`src/hdl/ptgf_mul.sv`:
```
// ---------------------------------------------------------------------------
// ptgf_mul
// Shared signed 33x33 multiplier with a registered product.
// ---------------------------------------------------------------------------
`default_nettype none

module ptgf_mul (
  input  wire logic               clk,
  input  wire logic signed [32:0] mul_a,
  input  wire logic signed [32:0] mul_b,
  output logic signed [65:0]      mul_p
);

  logic signed [65:0] prod_r;

  always_ff @(posedge clk) begin
    prod_r <= mul_a * mul_b;
  end

  assign mul_p = prod_r;

endmodule

`default_nettype wire

```
`config.mk`:
```
export PLATFORM = sky130hd
export DESIGN_NAME = ptgf_mul
export DESIGN_NICKNAME = d
export VERILOG_FILES = /design/src/hdl/ptgf_mul.sv
export SDC_FILE = /design/constraint.sdc
export NUM_CORES = 2
export LEC_CHECK = 0
export ABC_AREA = 1
export BUFFER_PORTS_ARGS = -buffer_cell sky130_fd_sc_hd__buf_2
export CAP_MARGIN = 20
export CORE_MARGIN = 1
export CORE_UTILIZATION = 50
export CTS_CLUSTER_SIZE = 12
export DETAILED_ROUTE_END_ITERATION = 6
export GPL_TIMING_DRIVEN = 0
export PLACE_DENSITY = 0.74
export RECOVER_POWER = 25
export SYNTH_ARGS = -nofsm -noshare
export SYNTH_HDL_FRONTEND = slang
export SYNTH_SLANG_ARGS = --single-unit
```
`constraint.sdc`:
```
create_clock -name clk -period 7.41 [get_ports clk]
set_input_delay 0.741 -clock clk [delete_from_list [all_inputs] [get_ports clk]]
set_output_delay 0.741 -clock clk [all_outputs]
set_load 0.02 [all_outputs]
```
==> impl_metrics.yaml <==
synthesis:
  synth_fp_nets: 6972
  synth_flop_cell: "dfxtp_1"
  avgSynthCellArea_um2: 7.79
  synth_top_area_cell: "fa_1"
  synthTopCellsByArea: "fa_1, inv_1, nand2_1"
  ys_ff_latch: 66
  synth_top_area_share_pct: 53.1
  yosysWarnings: 0
  synth_cell_type_count: 35
  syn_inst: 5543
  synth-async-reset-ratio_pct: 0
  ys_top_cells_by_count: "inv_1, nand2_1, fa_1, clkbuf_1, ha_1"
  synth_edf_count: 0
  synth_most_common_cell: "inv_1"
  yosysSeqAreaShare_pct: 3.06
  syn_area_um2: 43200
sta:
  hold_viol: 0
  worst_slew_pin_slew_ps: 968
  fin_crit_sh_pct: 99.3
  setup_ws_ps: 54.4
  finalMaxSlewViolations: 0
  relSlewSlack_pct: 35.5
  min_period_ps: 7360
  fmax_mhz: 136
  finalSetupViolCount: 0
drt:
  first_pass_iters: 7
  wire_per_inst_um: 26.2
  routed_wl_um: 179000
  vias: 36600
  via_per_inst: 5.36
  drc: 1
  drt_iter0_markers: 3828
  ant_nets: 0
global_routing:
  grt_pass1_wl_um: 256000
  grt_max_degree: 19
  grt_usage_pct: 42.3
  grt-ovfl-total: 0
  grt_pass1_vias: 38800
  antenna_found_initial: 8
die:
  dieHeight_um: 296
  dieArea_um2: 87500
  fp-row-count: 107
  fp.dieW_um: 296
  core_um2: 85300
  start_util_pct: 50.6
  io_pins: 133
cts:
  htreeDepth: 3
  root_buffer: "clkbuf_16"
  hold_buffers: 0
  cts.sinks: 66
  cts_tree: "built"
  clkSlewWorstSetupHoldPaths_ps: 80
  cts_inserted_buffers: 9
  clk_path_buf_depth: 2
critical_path:
  cp_top_family: "adder cells"
  crit_path_end_kind: "flop"
  required_ps: 7640
  worst-path-buf-inv: 7
  cp-start-kind: "input pin"
  arrival_ps: 7590
  crit_fanout: 10
  slowest_delay_ps: 670
  crit_slowest_cell: "fa_2"
  crit_path_frequent_cell: "fa_1"
  critPathKind: "in -> reg"
layout:
  nets: 7102
  largest_register_ffs: 66
  syn_to_final_growth_pct: 11.0
  layout-drive-gt1-share_pct: 10.6
  fillCellCount: 8144
min_path:
  hp-class: "in -> reg"
flow_run:
  drv_cap: 0
run_status:
  violations: "DRC"
  status: "finished, violations left"
placement:
  pre_cts_slack_ps: -1950
  port_buffers: 67
  place.gp.congestion: 1.05
  dp_hpwl_um: 150000
==> metal layers <==
layer	up-vias	global-route usage, %	part of all wire, %
met3	670	10.6	11
li1	15300	-	-
met2	2361	65.1	44
met4	6	30.2	9.1
met5	-	0	0.028
met1	18300	52.2	36
==> repair_timing <==
item,CTS,global route
pin swaps,8,37
cloned,0,0
gates resized for setup,449,447
endpoints found under the setup margin,47,45
buffers inserted,20,10
==> final cells by class <==
cell class                 count  area [um2]  share of cell area, %
tap                         1144        1430                   2.99
timing repair buffer         119         950                   1.98
inverter                    1895        7120                   14.9
clock inverter                 6         114                  0.238
sequential                    66        1320                   2.76
antenna                        3        7.51                 0.0157
buffer                       263        2070                   4.31
clock buffer                  10         239                  0.499
multi-input combinational   3319       34700                   72.4
==> kinds of logic (layout without fill, tap and decap cells) <==
group | after synthesis | after routing | synth area share, %
AND/OR/NAND/NOR | 1810 | 1810 | 16.6
XOR/XNOR | 41 | 41 | 0.832
adder cells (fa/ha/maj) | 1362 | 1362 | 59.4
AO/OA/AOI/OAI | 106 | 106 | 1.38
buffers and inverters | 2158 | 2293 | 18.8
other | 0 | 3 | 0
flip-flops | 66 | 66 | 3.06
==> tightest hold or removal path, delay by kind of cell <==
kind                   cells  cell delay [ps]
and+or+nand+nor            1              130
buffers and inverters      2              260
==> layout by cell type (no fill, tap or decap), drive strengths merged, types with 14 or more instances in the layout <==
master     n
o21ai     23
xor2      37
clkbuf   205
buf      187
nand4     19
a21oi     65
ha       217
o21bai    14
nand2   1534
fa      1145
inv     1893
nand3     78
nor2     154
dfxtp     66
==> per-stage QoR <==
stage | hold WS, ps | instance area (um2) | setup TNS [ps] | cells | utilization (%)
5_1_grt | 875 | 47900 | -101 | 6822 | 56.2
4_1_cts | 793 | 46900 | 0 | 6812 | 55.0
3_3_place_gp | 1160 | 44900 | -69570 | 6754 | 52.7
3_5_place_dp | 1160 | 45300 | -68300 | 6776 | 53.1
2_1_floorplan | 1000 | 43200 | 0 | 5543 | -
6_report | 818 | 47900 | 0 | 6825 | 56.2
==> worst paths after layout <==
path | startpoint | to | cells after the start
setup / recovery | mul_b[30] | mul_p[65] | 25
hold / removal | mul_a[0] | mul_p[0] | 3
Power is left out: the tool's default activity adds up to more than one toggle a clock period on the data nets, which glitch-free logic cannot reach.
