[config.mk]
export PLATFORM = sky130hd
export DESIGN_NAME = ptgf_regs
export DESIGN_NICKNAME = d
export VERILOG_FILES = /design/src/hdl/ptgf_pkg.sv /design/src/hdl/ptgf_regs.sv
export SDC_FILE = /design/constraint.sdc
export NUM_CORES = 1
export LEC_CHECK = 0
export BUFFER_PORTS_ARGS = -buffer_cell sky130_fd_sc_hd__buf_2
export CELL_PAD_IN_SITES_DETAIL_PLACEMENT = 0
export CELL_PAD_IN_SITES_GLOBAL_PLACEMENT = 1
export CORE_ASPECT_RATIO = 0.5
export CORE_MARGIN = 5
export CORE_UTILIZATION = 36
export CTS_BUF_LIST = sky130_fd_sc_hd__clkbuf_4
export DETAILED_ROUTE_END_ITERATION = 12
export GPL_TIMING_DRIVEN = 0
export PLACE_DENSITY_LB_ADDON = 0.1
export RECOVER_POWER = 100
export SLEW_MARGIN = 20
export SYNTH_ARGS = -nofsm -noshare
export SYNTH_HDL_FRONTEND = slang
export SYNTH_SLANG_ARGS = --single-unit
[constraint.sdc]
create_clock -name clk -period 1.5 [get_ports clk]
set_input_delay 0.225 -clock clk [delete_from_list [all_inputs] [get_ports clk]]
set_output_delay 0.225 -clock clk [all_outputs]
set_load 0.01 [all_outputs]
[src/hdl/ptgf_pkg.sv]
// ---------------------------------------------------------------------------
// ptgf_pkg
// Shared types, constants and tables of the thrust controller.
// ---------------------------------------------------------------------------
`default_nettype none

package ptgf_pkg;

  localparam int ANGLE_FRAC_BITS = 13;
  localparam int SQRT_ITERATIONS = 16;

  localparam int CFG_ADDR_W = 3;
  localparam int CFG_DATA_W = 16;

  typedef enum logic [CFG_ADDR_W-1:0] {
    REG_PROP_GAIN    = 3'd0,
    REG_INTEG_GAIN   = 3'd1,
    REG_DERIV_GAIN   = 3'd2,
    REG_FORCE_MAX    = 3'd3,
    REG_FORCE_MIN    = 3'd4,
    REG_TICK_PERIOD  = 3'd5,
    REG_TICK_RATE_HZ = 3'd6
  } ptgf_reg_t;

  typedef enum logic [1:0] {
    CMD_MEASURE = 2'd0,
    CMD_TARGET  = 2'd1,
    CMD_TICK    = 2'd2,
    CMD_UNUSED  = 2'd3
  } ptgf_cmd_t;

  typedef struct packed {
    logic [15:0] prop_gain;
    logic [15:0] integ_gain;
    logic [15:0] deriv_gain;
    logic [15:0] force_max;
    logic [15:0] force_min;
    logic [15:0] tick_period;
    logic [9:0]  tick_rate_hz;
  } ptgf_cfg_t;

  localparam logic [63:0] PI_Q30    = 64'd3373259426;
  localparam logic [63:0] PI_Q_FULL =
    (PI_Q30 + (64'd1 << (29 - ANGLE_FRAC_BITS))) >> (30 - ANGLE_FRAC_BITS);
  localparam logic signed [17:0] PI_Q      = 18'(PI_Q_FULL);
  localparam logic signed [17:0] TWO_PI_Q  = 18'(2 * PI_Q_FULL);
  localparam logic signed [17:0] HALF_PI_Q = 18'(PI_Q_FULL / 2);

  localparam logic [32:0] DEG2RAD_Q32 = 33'd74961321;
  localparam logic [32:0] GRAV_FF_Q16 = 33'd734752;
  localparam logic [32:0] FORCE_TO_N  = 33'd2000;
  localparam logic [30:0] Q30_ONE     = 31'h4000_0000;
  localparam logic signed [23:0] INTEG_LIMIT = 24'sd5242880;
  localparam logic signed [56:0] FF_BIAS_Q28 = 57'sd1342177280;
  localparam logic [32:0] SPEED_CAP   = 33'd50240;
  localparam logic [13:0] DEG_LIMIT   = 14'd11520;
  localparam logic [15:0] FORCE_FLOOR = 16'd3;

  localparam int DEG_SHIFT   = 39 - ANGLE_FRAC_BITS;
  localparam int INTEG_SHIFT = ANGLE_FRAC_BITS - 4;
  localparam int PD_SHIFT    = 20 - ANGLE_FRAC_BITS;
  localparam int SIN_SHIFT   = 30 - ANGLE_FRAC_BITS;

  // Taylor divisors, innermost term first, and floor(2^32 / divisor)
  function automatic logic [32:0] taylor_div(input logic [2:0] idx);
    logic [32:0] v;
    case (idx)
      3'd0:    v = 33'd110;
      3'd1:    v = 33'd72;
      3'd2:    v = 33'd42;
      3'd3:    v = 33'd20;
      default: v = 33'd6;
    endcase
    return v;
  endfunction

  function automatic logic [32:0] taylor_recip(input logic [2:0] idx);
    logic [32:0] v;
    case (idx)
      3'd0:    v = 33'd39045157;
      3'd1:    v = 33'd59652323;
      3'd2:    v = 33'd102261126;
      3'd3:    v = 33'd214748364;
      default: v = 33'd715827882;
    endcase
    return v;
  endfunction

endpackage

`default_nettype wire

[src/hdl/ptgf_regs.sv]
// ---------------------------------------------------------------------------
// ptgf_regs
// Configuration register file: gains, force limits, period and rate.
// ---------------------------------------------------------------------------
`default_nettype none

module ptgf_regs (
  input  wire logic                            clk,
  input  wire logic                            rst_n,
  input  wire logic                            cfg_wr_en,
  input  wire logic [ptgf_pkg::CFG_ADDR_W-1:0] cfg_addr,
  input  wire logic [ptgf_pkg::CFG_DATA_W-1:0] cfg_wdata,
  output ptgf_pkg::ptgf_cfg_t                  cfg
);

  ptgf_pkg::ptgf_cfg_t cfg_r;

  always_ff @(posedge clk) begin
    if (!rst_n) begin
      cfg_r.prop_gain    <= 16'd6400;
      cfg_r.integ_gain   <= 16'd205;
      cfg_r.deriv_gain   <= 16'd3072;
      cfg_r.force_max    <= 16'd11520;
      cfg_r.force_min    <= 16'd0;
      cfg_r.tick_period  <= 16'd655;
      cfg_r.tick_rate_hz <= 10'd100;
    end else if (cfg_wr_en) begin
      unique case (ptgf_pkg::ptgf_reg_t'(cfg_addr))
        ptgf_pkg::REG_PROP_GAIN:    cfg_r.prop_gain    <= cfg_wdata;
        ptgf_pkg::REG_INTEG_GAIN:   cfg_r.integ_gain   <= cfg_wdata;
        ptgf_pkg::REG_DERIV_GAIN:   cfg_r.deriv_gain   <= cfg_wdata;
        ptgf_pkg::REG_FORCE_MAX:    cfg_r.force_max    <= cfg_wdata;
        ptgf_pkg::REG_FORCE_MIN:    cfg_r.force_min    <= cfg_wdata;
        ptgf_pkg::REG_TICK_PERIOD:  cfg_r.tick_period  <= cfg_wdata;
        ptgf_pkg::REG_TICK_RATE_HZ: cfg_r.tick_rate_hz <= cfg_wdata[9:0];
        default: ;
      endcase
    end
  end

  assign cfg = cfg_r;

endmodule

`default_nettype wire

==> impl_metrics.py, run 1 <==
metrics = {
    "run_status": {
        "status": "complete, no violations",
    },
    "setup_path": {
        "crit_start": "cfg_addr[1]",
        "cp_slowest_cell": "buf_2",
        "crit_type": "in -> reg",
        "cp_data_arrival_time_ns": 1.79,
        "cp.depth": 5,
        "worstSetupEndpoint": "cfg[97]",
        "path_buf_inv": 3,
        "crit-reg2reg-capture": "cfg[93]",
        "path_cells": "clkbuf_1 -> or4b_1 -> clkbuf_1 -> buf_2 -> mux2i_1",
        "critical-path-top-delay-family": "buffers and inverters",
        "r2r-start": "cfg[93]",
        "reg2reg_depth": 2,
        "worstPathRequired_ns": 1.90,
        "critPathMaxFanout": 10,
        "critPathCaptureType": "register",
        "r2r_slack_ns": 0.84,
        "start_kind": "primary input",
        "cp_common_cell": "clkbuf_1",
        "max_stage_delay_ns": 0.47,
    },
    "cts": {
        "path_clk_slew_ns": 0.16,
        "numCtsBuffers": 9,
        "cts_tree": "done",
        "post_cts_buffers": 0,
        "ctsLongestPathBuffers": 2,
        "cts.repair.resized": 0,
        "root_buffer": "clkbuf_4",
        "cts_sinks": 106,
        "cts_hold_buf": 3,
        "clock_latency_ns": 0.46,
        "h-tree-depth": 3,
    },
    "global_route": {
        "grt.overflow.total": 0,
        "grt_pass1_vias": 3172,
        "grt.total_usage_pct": 17.7,
        "antenna_found_initial": 1,
        "grt_pass1_wl_mm": 18.4,
        "grt_max_degree": 19,
    },
    "floorplanning": {
        "die_w_um": 160,
        "num_rows": 27,
        "die_area_sq_mm": 0.0135,
        "start_util_pct": 36.7,
        "coreArea_sq_mm": 0.0110,
        "fp.dieH_um": 84.8,
        "ios": 128,
    },
    "final_layout": {
        "utilization_pct": 43.9,
        "largest_reg_flops": 106,
        "multi_input_area_sq_mm": 0.00175,
        "postLayoutCellArea_sq_mm": 0.00482,
        "drive_above_1_share_pct": 7.78,
        "area_delta_synth_final_pct": 19.6,
        "nFillCells": 1145,
        "seq_area_sq_mm": 0.00212,
        "layout.nets": 544,
    },
    "power_and_ir_drop": {
        "power.leakage_nw": 2.11,
        "p_per_area_mw_per_mm2": 974,
        "irDropWorstVdd_mv": 0.354,
        "total_power_mw": 4.69,
    },
    "timing": {
        "finClkSkew_ns": 0,
        "finalHoldViolCount": 0,
        "fin_crit_ns": 1.39,
        "tns_ns": 0,
        "period_share_pct": 92.6,
        "clock.fmax_mhz": 720,
        "hold_ws_ns": 0.0359,
        "worst_pin_slew_ns": 0.779,
        "setup_viol": 0,
        "maxSlewViolCount": 0,
        "rsz0062_at_grt": "false",
        "slew_headroom_pct": 48.1,
    },
    "worst_hold_path": {
        "hold_depth": 3,
        "hold_path_class": "in -> reg",
    },
    "routing": {
        "drt_iter0_drc": 140,
        "drt-total-wl_mm": 11.7,
        "drtAntennaViolNets": 0,
        "dr.pass1.iters": 4,
        "wl_per_cell_um": 17.3,
        "drc": 0,
        "dr_total_vias": 3090,
        "viasPerCell": 4.59,
    },
    "synthesis": {
        "synthCells": 385,
        "avgSynthCellArea_sq_um": 10.5,
        "syn-num-nets": 407,
        "ys_seq_area_share_pct": 52.7,
        "ys_warn_count": 0,
        "netlist_area_sq_mm": 0.00403,
        "ys_seq_elements": 106,
        "synth.distinct_cells": 15,
    },
    "place": {
        "place_congestion": 0.772,
        "dp_hpwl_mm": 8.66,
        "io_buffer_count": 123,
        "post_dp_cell_area_sq_mm": 0.00482,
    },
    "flow_run": {
        "cap_viol_max_count": 0,
    },
}
## Yosys cell counts, drive strengths merged
cell type	instances	area [sq um]
nor2b	36	225
nor4bb	2	20.0
nand4b	3	26.3
and4b	2	20.0
buf	13	97.6
nand2	99	372
nand4bb	1	11.3
dfxtp	106	2120
or4b	1	10.0
mux2i	106	1060
clkbuf	16	61.3
## cells in the final DEF (no fill, tap or decap)
master         count
clkbuf_1         125
mux2i_1          106
dfxtp_1          106
nand2_1           99
nor2b_1           36
buf_2             22
clkbuf_4           9
clkinv_4           4
clkbuf_2           3
nand4b_1           3
dlygate4sd3_1      3
nor4bb_1           2
and4b_1            2
clkinv_1           2
diode_2            1
buf_6              1
or4b_1             1
buf_4              1
nand4bb_1          1
inv_8              1
## area by class of cell
class,instances,share of cell area [%]
clock inverters,7,1.12
diodes,1,0.0520
flip-flops and latches,106,44.1
well taps,145,3.77
plain buffers,29,2.70
repair buffers,126,10.7
multi-input cells,250,36.2
clock buffers,9,1.40
## power by group
part	internal [mW]	total, mW	switching [mW]
registers	2.88	2.92	0.0345
clock network	0.355	1.36	1.00
logic	0.148	0.414	0.265
total	3.38	4.69	1.30
## per-stage QoR
step / std cells / setup WS [ns]
global route: 673 / 0.0579
floorplan: 385 / 0.111
global placement: 653 / -0.275
CTS: 672 / 0.211
finish: 673 / 0.111
detailed placement: 653 / -0.264
## worst min-delay path by stage
| stage | from | endpoint | slack, ns |
|---|---|---|---|
| finish | cfg_wdata[9] | cfg[19] | 0.04 |
| global route | cfg_wdata[10] | cfg[68] | 0.002 |
| CTS | cfg_wdata[9] | cfg[19] | 0.004 |
| detailed placement | cfg[72] | cfg[72] | 0.44 |
| global placement | cfg[73] | cfg[73] | 0.44 |
| floorplan | cfg_wdata[12] | cfg[102] | 0.39 |
## layer usage
metal  track usage, %  routed length, um  vias up
met5                0                  0        -
met4             3.94                110        0
met3             6.62                690       10
met2             26.7               4930       70
met1             24.2               5930     1453
li1                 -                  -     1557
## cells by family (layout without fill, tap and decap cells)
group	Yosys count	after routing	share of synthesized area, %
buf+inv	29	171	3.95
flops	106	106	52.7
mux	106	106	26.4
other cells	0	1	0
simple gates	144	144	17.0
## worst register-to-register path, cell delays in order, from the launching register on
cell and delay, ns:
dfxtp_1 0.41, nand2_1 0.07, mux2i_1 0.13
Note: power is estimated with default switching activity, not from simulation.
==> run 2, diff against run 1 <==
--- a/config.mk
+++ b/config.mk
@@ -8,7 +8,6 @@
 export BUFFER_PORTS_ARGS = -buffer_cell sky130_fd_sc_hd__buf_2
 export CELL_PAD_IN_SITES_DETAIL_PLACEMENT = 0
 export CELL_PAD_IN_SITES_GLOBAL_PLACEMENT = 1
-export CORE_ASPECT_RATIO = 0.5
 export CORE_MARGIN = 5
 export CORE_UTILIZATION = 36
 export CTS_BUF_LIST = sky130_fd_sc_hd__clkbuf_4
==> impl_metrics.py, run 2 (synthesized netlist as in run 1, its figures left out) <==
metrics = {
    "final_layout": {
        "drive_above_1_share_pct": 8.40,
        "final_common_cell": "clkbuf_1",
        "postLayoutCellArea_sq_mm": 0.00485,
        "utilization_pct": 44.5,
        "layout_common_cells": "clkbuf_1, mux2i_1, dfxtp_1, nand2_1, nor2b_1",
        "largest_reg_flops": 106,
        "area_delta_synth_final_pct": 20.4,
        "layout.nets": 541,
        "antenna_cells": 0,
    },
    "setup_path": {
        "reg2reg_depth": 2,
        "worstPathRequired_ns": 1.87,
        "path_buf_inv": 3,
        "path_cells": "clkbuf_1 -> clkbuf_1 -> clkbuf_1 -> nand2_1 -> mux2i_1",
        "cp_slowest_cell": "clkbuf_1",
        "max_stage_delay_ns": 0.51,
        "r2r_slack_ns": 0.85,
        "critPathMaxFanout": 10,
        "r2r-start": "cfg[78]",
        "critical-path-top-delay-family": "buffers and inverters",
        "start_kind": "primary input",
        "crit-reg2reg-capture": "cfg[78]",
        "cp_data_arrival_time_ns": 1.70,
        "cp_common_cell": "clkbuf_1",
        "critPathCaptureType": "register",
        "crit_type": "in -> reg",
    },
    "routing": {
        "wl_per_cell_um": 17.5,
        "drt-total-wl_mm": 11.6,
        "dr_total_vias": 3075,
        "drtAntennaViolNets": 0,
        "drt_iter0_drc": 103,
        "dr.pass1.iters": 5,
        "viasPerCell": 4.63,
        "drc": 0,
    },
    "run_status": {
        "status": "complete, no violations",
    },
    "floorplanning": {
        "start_util_pct": 37.0,
        "fp.dieH_um": 116,
        "die_area_sq_mm": 0.0134,
        "die_w_um": 116,
        "num_rows": 38,
        "coreArea_sq_mm": 0.0109,
        "ios": 128,
    },
    "timing": {
        "slew_headroom_pct": 58.2,
        "tns_ns": 0,
        "finalHoldViolCount": 0,
        "finClkSkew_ns": 0,
        "fin_crit_ns": 1.33,
        "rsz0062_at_grt": "false",
        "period_share_pct": 88.6,
        "hold_ws_ns": 0.0325,
        "clock.fmax_mhz": 752,
        "worst_pin_slew_ns": 0.627,
        "maxSlewViolCount": 0,
        "setup_viol": 0,
    },
    "worst_hold_path": {
        "hold_path_class": "in -> reg",
        "hold_path_startpoint": "cfg_wdata[12]",
        "hold_depth": 3,
        "worstHoldEndpoint": "cfg[102]",
    },
    "place": {
        "dp_hpwl_mm": 8.67,
        "post_dp_cell_area_sq_mm": 0.00482,
        "place_congestion": 0.746,
        "io_buffer_count": 123,
    },
    "cts": {
        "path_clk_slew_ns": 0.17,
        "cts.repair.resized": 0,
        "cts_tree": "done",
        "ctsLongestPathBuffers": 2,
        "root_buffer": "clkbuf_4",
        "post_cts_buffers": 0,
        "numCtsBuffers": 9,
        "cts_sinks": 106,
        "h-tree-depth": 3,
        "cts_hold_buf": 0,
        "clock_latency_ns": 0.44,
    },
    "global_route": {
        "grt_pass1_vias": 3214,
        "grt_max_degree": 20,
        "antenna_found_initial": 0,
        "grt_pass1_wl_mm": 17.9,
        "grt.total_usage_pct": 17.6,
        "grt.overflow.total": 0,
    },
    "power_and_ir_drop": {
        "power.leakage_nw": 2.13,
        "total_power_mw": 5.04,
        "irDropWorstVdd_mv": 0.462,
        "p_per_area_mw_per_mm2": 1040,
    },
    "flow_run": {
        "cap_viol_max_count": 0,
    },
}
[run 2: per-stage QoR]
stage,worst slack (ns),instances
2_1_floorplan,0.111,385
3_3_place_gp,-0.266,648
3_5_place_dp,-0.293,648
4_1_cts,0.189,664
5_1_grt,0.0562,664
6_report,0.171,664
[run 2: how the worst max path moves through the flow]
| stage | cells after the start | slack [ns] | end | start |
|---|---|---|---|---|
| global placement | 5 | -0.27 | cfg[40] | rst_n |
| detailed placement | 5 | -0.29 | cfg[39] | rst_n |
| finish | 5 | 0.17 | cfg[73] | rst_n |
| floorplan | 5 | 0.11 | cfg[101] | cfg_addr[1] |
| CTS | 5 | 0.19 | cfg[73] | rst_n |
| global route | 5 | 0.06 | cfg[39] | rst_n |
[run 2: area by class of cell]
type,instances,area [sq um]
Multi-Input combinational cell,250,1750
Clock inverter,7,108
Clock buffer,9,67.6
Buffer,29,146
Sequential cell,106,2120
Tap cell,140,175
Fill cell,1149,6040
Timing Repair Buffer,123,483
[run 2: worst register-to-register path, cell delays in order, from the launching register on]
cell and delay [ns]:
dfxtp_1 0.39, nand2_1 0.06, mux2i_1 0.14
[run 2: routing by layer]
layer / vias to the layer above / global-route usage, % / wire length [um]
li1: 1533 / - / -
met1: 1442 / 22.8 / 5260
met2: 86 / 29.2 / 5400
met3: 14 / 4.33 / 745
met4: 0 / 5.41 / 204
met5: - / 0 / 0
[run 2: power breakdown]
part           switching, mW  internal (mW)
Combinational          0.266          0.145
Clock                   1.01          0.709
Sequential            0.0344           2.88
Total                   1.31           3.74
==> run 3, diff against run 2 <==
--- a/config.mk
+++ b/config.mk
@@ -10,7 +10,7 @@
 export CELL_PAD_IN_SITES_GLOBAL_PLACEMENT = 1
 export CORE_MARGIN = 5
 export CORE_UTILIZATION = 36
-export CTS_BUF_LIST = sky130_fd_sc_hd__clkbuf_4
+export CTS_BUF_LIST = sky130_fd_sc_hd__clkbuf_8
 export DETAILED_ROUTE_END_ITERATION = 12
 export GPL_TIMING_DRIVEN = 0
 export PLACE_DENSITY_LB_ADDON = 0.1
==> impl_metrics.py, run 3 (synthesized netlist as in run 1, its figures left out) <==
metrics = {
    "run_status": {
        "status": "complete, no violations",
    },
    "routing": {
        "dr_wl_met2_mm": 5.36,
        "drt_iter0_drc": 112,
        "wl_met1_mm": 5.30,
        "wl_per_cell_um": 17.5,
        "drt-total-wl_mm": 11.6,
        "drc": 0,
        "dr_total_vias": 3080,
        "dr.pass1.iters": 5,
        "drtAntennaViolNets": 0,
        "wl_met3_um": 740,
        "viasPerCell": 4.64,
        "top_layer": "met4",
    },
    "timing": {
        "finClkSkew_ns": 0,
        "clock.fmax_mhz": 699,
        "fin_ws_ns": 0.0689,
        "setup_viol": 0,
        "fin_crit_ns": 1.43,
        "hold_ws_ns": 0.128,
        "slew_headroom_pct": 58.7,
        "maxSlewViolCount": 0,
        "period_share_pct": 95.4,
        "finalHoldViolCount": 0,
        "worst_pin_slew_ns": 0.619,
        "rsz0062_at_grt": "false",
    },
    "floorplanning": {
        "fp.dieH_um": 116,
        "die_w_um": 116,
        "num_rows": 38,
        "start_util_pct": 37.0,
        "ios": 128,
        "die_area_sq_mm": 0.0134,
        "coreArea_sq_mm": 0.0109,
    },
    "global_route": {
        "grt_max_degree": 20,
        "antenna_found_initial": 0,
        "grt.total_usage_pct": 17.7,
        "grt.overflow.total": 0,
        "grt_pass1_wl_mm": 17.9,
        "grt_pass1_vias": 3214,
    },
    "place": {
        "post_dp_cell_area_sq_mm": 0.00482,
        "place_congestion": 0.746,
        "dp_hpwl_mm": 8.67,
        "io_buffer_count": 123,
        "dp_slack_ns": -0.293,
    },
    "cts": {
        "cts.repair.resized": 0,
        "path_clk_slew_ns": 0.11,
        "ctsLongestPathBuffers": 2,
        "clock_latency_ns": 0.36,
        "root_buffer": "clkbuf_8",
        "cts_hold_buf": 0,
        "cts_tree": "done",
        "post_cts_buffers": 0,
        "numCtsBuffers": 9,
        "h-tree-depth": 3,
        "cts_sinks": 106,
    },
    "final_layout": {
        "largest_reg_flops": 106,
        "layout_common_cells": "clkbuf_1, mux2i_1, dfxtp_1, nand2_1, nor2b_1",
        "drive_above_1_share_pct": 9.35,
        "area_delta_synth_final_pct": 21.6,
        "nFillCells": 1144,
        "final_common_cell": "clkbuf_1",
        "utilization_pct": 45.0,
        "antenna_cells": 0,
        "layout.nets": 541,
        "postLayoutCellArea_sq_mm": 0.00489,
    },
    "setup_path": {
        "cp_data_arrival_time_ns": 1.67,
        "worstPathRequired_ns": 1.74,
        "critPathCaptureType": "register",
        "crit_type": "in -> reg",
        "reg2reg_depth": 2,
        "critPathMaxFanout": 10,
        "start_kind": "primary input",
    },
    "power_and_ir_drop": {
        "pwr-share-clk_pct": 37.8,
        "p_sw_share_pct": 25.2,
        "power.leakage_nw": 2.16,
        "power.internal_mw": 3.99,
        "p_switching_mw": 1.34,
        "total_power_mw": 5.34,
        "irDropWorstVdd_mv": 0.501,
        "p_per_area_mw_per_mm2": 1090,
        "seq_power_share_pct": 54.5,
        "power_frac_comb_pct": 7.7,
    },
    "flow_run": {
        "cap_viol_max_count": 0,
    },
    "worst_hold_path": {
        "hold_path_class": "in -> reg",
        "hold_depth": 3,
    },
}
[run 3: cell count changes in the layout (fill, tap and decap cells not counted)]
cell / before / now
buf_4: 1 / 0
clkbuf_4: 9 / 1
buf_12: 1 / 0
clkbuf_2: 4 / 9
clkbuf_1: 124 / 119
clkbuf_8: 0 / 9
buf_2: 21 / 22
[run 3: cell type report]
type | count | area (sq um) | share of cell area [%]
Buffer | 29 | 138 | 2.81
Clock buffer | 9 | 124 | 2.53
Clock inverter | 7 | 108 | 2.20
Multi-Input combinational cell | 250 | 1750 | 35.7
Sequential cell | 106 | 2120 | 43.4
Tap cell | 140 | 175 | 3.58
Timing Repair Buffer | 123 | 483 | 9.87
[run 3: final timing paths]
check / startpoint / endpoint / slack [ns]
setup / recovery: cfg_addr[1] / cfg[99] / 0.07
hold / removal: cfg_wdata[12] / cfg[102] / 0.13
setup reg to reg: cfg[99] / cfg[99] / 0.86
hold reg to reg: cfg[66] / cfg[66] / 0.46
[run 3: per-layer routing]
layer / vias to the layer above / track usage [%]
met3: 18 / 4.33
li1: 1535 / -
met4: 0 / 6.34
met1: 1435 / 22.9
met5: - / 0
met2: 92 / 28.9
[run 3: through the flow]
| stage | cells | TNS, ns |
|---|---|---|
| finish | 664 | 0 |
| global route | 664 | 0 |
| CTS | 664 | 0 |
| detailed placement | 648 | -11.49 |
| global placement | 648 | -9.80 |
| floorplan | 385 | 0 |
[run 3: critical path, stage by stage]
cell and delay (ns):
clkbuf_1 0.17, or4b_1 0.59, clkbuf_2 0.23, buf_2 0.29, mux2i_1 0.16
[run 3: power groups by stage]
| stage | combinational, mW | sequential (mW) | clock [mW] |
|---|---|---|---|
| final | 0.410 | 2.91 | 2.02 |
| after global routing | 0.452 | 2.92 | 2.18 |
| after CTS | 0.439 | 2.91 | 2.06 |
| after detailed placement | 0.437 | 2.97 | 0 |
| after global placement | 0.431 | 2.97 | 0 |
| after floorplan | 0.219 | 3.00 | 0 |
